==> src/design/tmbe_pkg.sv <==
package tmbe_pkg;

  localparam int unsigned TAPE_CELLS           = 32768;
  localparam int unsigned BRANCH_OPERAND_BYTES = 8;

  localparam int unsigned TAPE_AW = $clog2(TAPE_CELLS);
  localparam int unsigned CELL_W  = 8;
  localparam int unsigned OP_W    = 4;
  localparam int unsigned PSTEP_W = 16;
  localparam int unsigned PC_W    = 16;
  localparam int unsigned STAT_W  = 3;
  localparam int unsigned SUM_W   = ((TAPE_AW > PSTEP_W) ? TAPE_AW : PSTEP_W) + 1;

  localparam logic [PC_W-1:0] PC_INC_OP     = PC_W'(1);
  localparam logic [PC_W-1:0] PC_INC_VALUE  = PC_W'(2);
  localparam logic [PC_W-1:0] PC_INC_PTR    = PC_W'(3);
  localparam logic [PC_W-1:0] PC_INC_BRANCH = PC_W'(1 + BRANCH_OPERAND_BYTES);

  localparam logic [SUM_W-1:0]   TAPE_LIMIT = SUM_W'(TAPE_CELLS);
  localparam logic [TAPE_AW-1:0] TAPE_LAST  = TAPE_AW'(TAPE_CELLS - 1);

  typedef enum logic [OP_W-1:0] {
    OP_HALT     = 4'd0,
    OP_PTR_UP   = 4'd1,
    OP_PTR_DOWN = 4'd2,
    OP_ADD      = 4'd3,
    OP_SUB      = 4'd4,
    OP_OUT      = 4'd5,
    OP_IN       = 4'd6,
    OP_JZ       = 4'd7,
    OP_JNZ      = 4'd8,
    OP_DEBUG    = 4'd9
  } op_e;

  typedef enum logic [STAT_W-1:0] {
    ST_OK      = 3'd0,
    ST_BOUNDS  = 3'd1,
    ST_EOF     = 3'd2,
    ST_INVALID = 3'd3,
    ST_HALT    = 3'd4
  } status_e;

  typedef struct packed {
    logic               active;
    logic [TAPE_AW-1:0] addr;
  } clr_t;

endpackage

==> src/design/tmbe_clear.sv <==
module tmbe_clear (
  input  logic           clk_i,
  input  logic           rst_ni,
  output tmbe_pkg::clr_t clr_o
);
  import tmbe_pkg::*;

  logic               active_q, active_d;
  logic [TAPE_AW-1:0] addr_q, addr_d;

  always_comb begin
    active_d = active_q;
    addr_d   = addr_q;
    if (active_q) begin
      if (addr_q == TAPE_LAST) begin
        active_d = 1'b0;
      end else begin
        addr_d = addr_q + TAPE_AW'(1);
      end
    end
  end

  always_ff @(posedge clk_i or negedge rst_ni) begin
    if (!rst_ni) begin
      active_q <= 1'b1;
      addr_q   <= '0;
    end else begin
      active_q <= active_d;
      addr_q   <= addr_d;
    end
  end

  assign clr_o.active = active_q;
  assign clr_o.addr   = addr_q;
endmodule

==> config.mk <==
export PLATFORM = sky130hd
export DESIGN_NAME = tmbe_clear
export DESIGN_NICKNAME = d
export VERILOG_FILES = /design/src/design/tmbe_pkg.sv /design/src/design/tmbe_clear.sv
export SDC_FILE = /design/constraint.sdc
export NUM_CORES = 1
export LEC_CHECK = 0
export BUFFER_PORTS_ARGS = -buffer_cell sky130_fd_sc_hd__buf_2
export CAP_MARGIN = 30
export CORE_MARGIN = 2
export CORE_UTILIZATION = 50
export DETAILED_ROUTE_END_ITERATION = 8
export PLACE_DENSITY = 0.79
export SLEW_MARGIN = 25
export SYNTH_ARGS = -nofsm -noshare
export SYNTH_HDL_FRONTEND = slang
export SYNTH_SLANG_ARGS = --single-unit
==> constraint.sdc <==
create_clock -name clk_i -period 2.3 [get_ports clk_i]
set_input_delay 0.115 -clock clk_i [delete_from_list [all_inputs] [get_ports clk_i]]
set_output_delay 0.115 -clock clk_i [all_outputs]
set_load 0.01 [all_outputs]
==> metrics.txt <==
outcome=completed; post-synthesis average cell area=11.0 um^2; Fin Setup TNS=0 ns; number of global-route vias before repair=577; drt first pass iters=4; Vias=594; gr usage total=20.7%; CTS root buf=clkbuf_4; n_diodes=0; element type at the critical path end=flop; Final Hold Viols=0; worst-margin pin slew=0.455 ns; Comb pwr share=1.5%; Post-Place Cell Area=856 um^2; Routed wire per std cell=15.0 um; Clk pwr share=36.7%; number of DRC markers in iteration 0=10; DRT antenna net count=0; max_slew headroom=69.5%; Unique masters post-synth=27; largest area contributor in the netlist=dfrtp_1; GRT Residual Overflow=0; Final min period=1.98 ns; main combinational cell family by area after synthesis=simple AND/OR/NAND/NOR gates; CP Max Fanout=5; Num CTS Buffers=3; CP arrival=2.17 ns; most frequent cell after synthesis=dfrtp_1; Peak supply drop=0.310 mV; drt total wl=1590 um; Synth Area in Compound Gates=7.34%; Die W=43.2 um; Netlist Area Pre-Place=767 um^2; Switch Pwr=0.104 mW; ys async rst share=100%; final worst path period share=86.3%; Die Ht=43.2 um; CTS tree=built; worst-case clock buffer depth=2; Inst Count DP=101; sequential power share=61.8%; Lkg Pwr=0.449 nW; fmax=504 MHz; Syn Nets=73; layout net count=94; # rows=14; Setup CP Type=reg2reg; I/O Pins=18; Fin Clk Skew=0.0177 ns; mux contribution to synthesized area=4.57%; largest cells by area after synthesis=dfrtp_1, xnor2_1, nand3_1; CP required=2.49 ns; Synthesis Warnings=0; xor/xnor share of the synthesized area=9.14%; Vias/cell=5.60; Clk Latency, worst-skew pair=0.31 ns; Setup crit start kind=flop; worst hold-check path type=in2async; final slew viol count=0; Final GP Congestion=0.851; top cell type's share of synthesized area=48.9%; initial antenna violation count=0; post-synthesis adder-cell area fraction=1.63%; maxcap violations=0; total power=0.455 mW; Synth Area in Simple Gates=20.9%; first-pass GRT wire length=2720 um; Post-DP HPWL=1150 um; switch share=22.9%; number of synthesized flops with an enable pin=0; Setup Buffers After CTS=0; RSZ-0062 raised after global routing=false; Int Power=0.351 mW; die area=1860 um^2; starting density of the core=52.1%; Core Area=1470 um^2; Fin Hold WS=0.221 ns; Layout Cells excl Fill=106; DRC violations left=0; Port Buffers=17; Post-synth top flop=dfrtp_1; Pwr per Cell Area=510 nW/um^2; fin area=892 um^2; Area growth syn-to-layout=16.3%; pin count of the biggest net entering global routing=17; sequential share of the synthesized area=52.4%; Clk pin slew, worst setup/hold paths=0.11 ns; H-tree depth=1; Setup-failing EPs final=0; Mapped Cells=70; top cells by count, synth=dfrtp_1, nand3_1, xnor2_1; clock sinks=16; number of synthesized register bits=16; share of layout cells above drive strength 1=28.9%
## cells in the final DEF, fill, tap and decap left out, drive strengths merged, types with 2 or more instances in the layout
cell	synthesis	routed
dfrtp	15	15
mux2i	2	2
nand4	3	3
a21oi	3	3
nor3	2	2
inv	2	2
clkbuf	0	4
a41oi	2	2
nand2	6	6
nor2	4	4
nand3	8	8
xnor2	7	7
o21ai	2	2
buf	3	18
and3	2	2
## cell families after synthesis
family | count (synthesis)
and+or+nand+nor | 28
muxes | 3
AOI/OAI and AO/OA | 9
DFF | 16
adders and majority gates | 1
buffers and inverters | 5
xor gates and xnor gates | 8
## per-layer routing
layer	global-route usage, %	routed length [um]
met1	26.6	713
met2	30.4	749
met3	5.11	87
met4	13.9	43
met5	0	0
## critical path: stages, from the launching register on
cell and delay [ns]:
dfrtp_1 0.44, ha_1 0.23, and4_4 0.27, or4b_1 0.52
nand2_4 0.13, mux2_4 0.29
## layout make-up
type | count | area, um^2
fillers | 133 | 579
well taps | 16 | 20.0
clock buffers | 4 | 26.3
flip-flops and latches | 16 | 402
multi-input cells | 49 | 334
repair buffers | 19 | 103
inverters | 2 | 7.51
## metrics by stage
| step | worst slack (ns) | util, % |
|---|---|---|
| floorplan | 0.357 | - |
| global placement | 0.442 | 58.2 |
| detailed placement | 0.354 | 58.2 |
| CTS | 0.335 | 60.6 |
| global route | 0.258 | 60.6 |
| finish | 0.316 | 60.6 |
## final timing paths
check	startpoint	to	slack, ns	depth (start not counted)
worst max register to register	addr_q[0]	addr_q[1]	0.32	5
min in group clk_i	addr_q[11]	addr_q[11]	0.52	1
worst max-delay path	addr_q[0]	addr_q[1]	0.32	5
worst min register to register	addr_q[11]	addr_q[11]	0.52	1
max in group asynchronous	rst_ni	active_q	1.76	2
worst min-delay path	rst_ni	addr_q[4]	0.22	2
## registers in the layout, summed over array words and instances, names as in the netlist
| signal | flops |
|---|---|
| addr_q | 15 |
| active_q | 1 |
## power by group through the flow
stage          sequential (mW)  combinational, mW  clock [mW]
4_1_cts                  0.281            0.00736       0.165
5_1_grt                  0.281            0.00860       0.172
3_5_place_dp             0.287            0.00621           0
2_1_floorplan            0.287        0.000000129           0
3_3_place_gp             0.287            0.00613           0
6_report                 0.281            0.00681       0.167
## timing repair
item / CTS / global route
endpoints found under the hold margin: 15 / 0
hold buffers: 1 / 0
resized for setup: 0 / 0
Power figures use the tool's default switching activity.
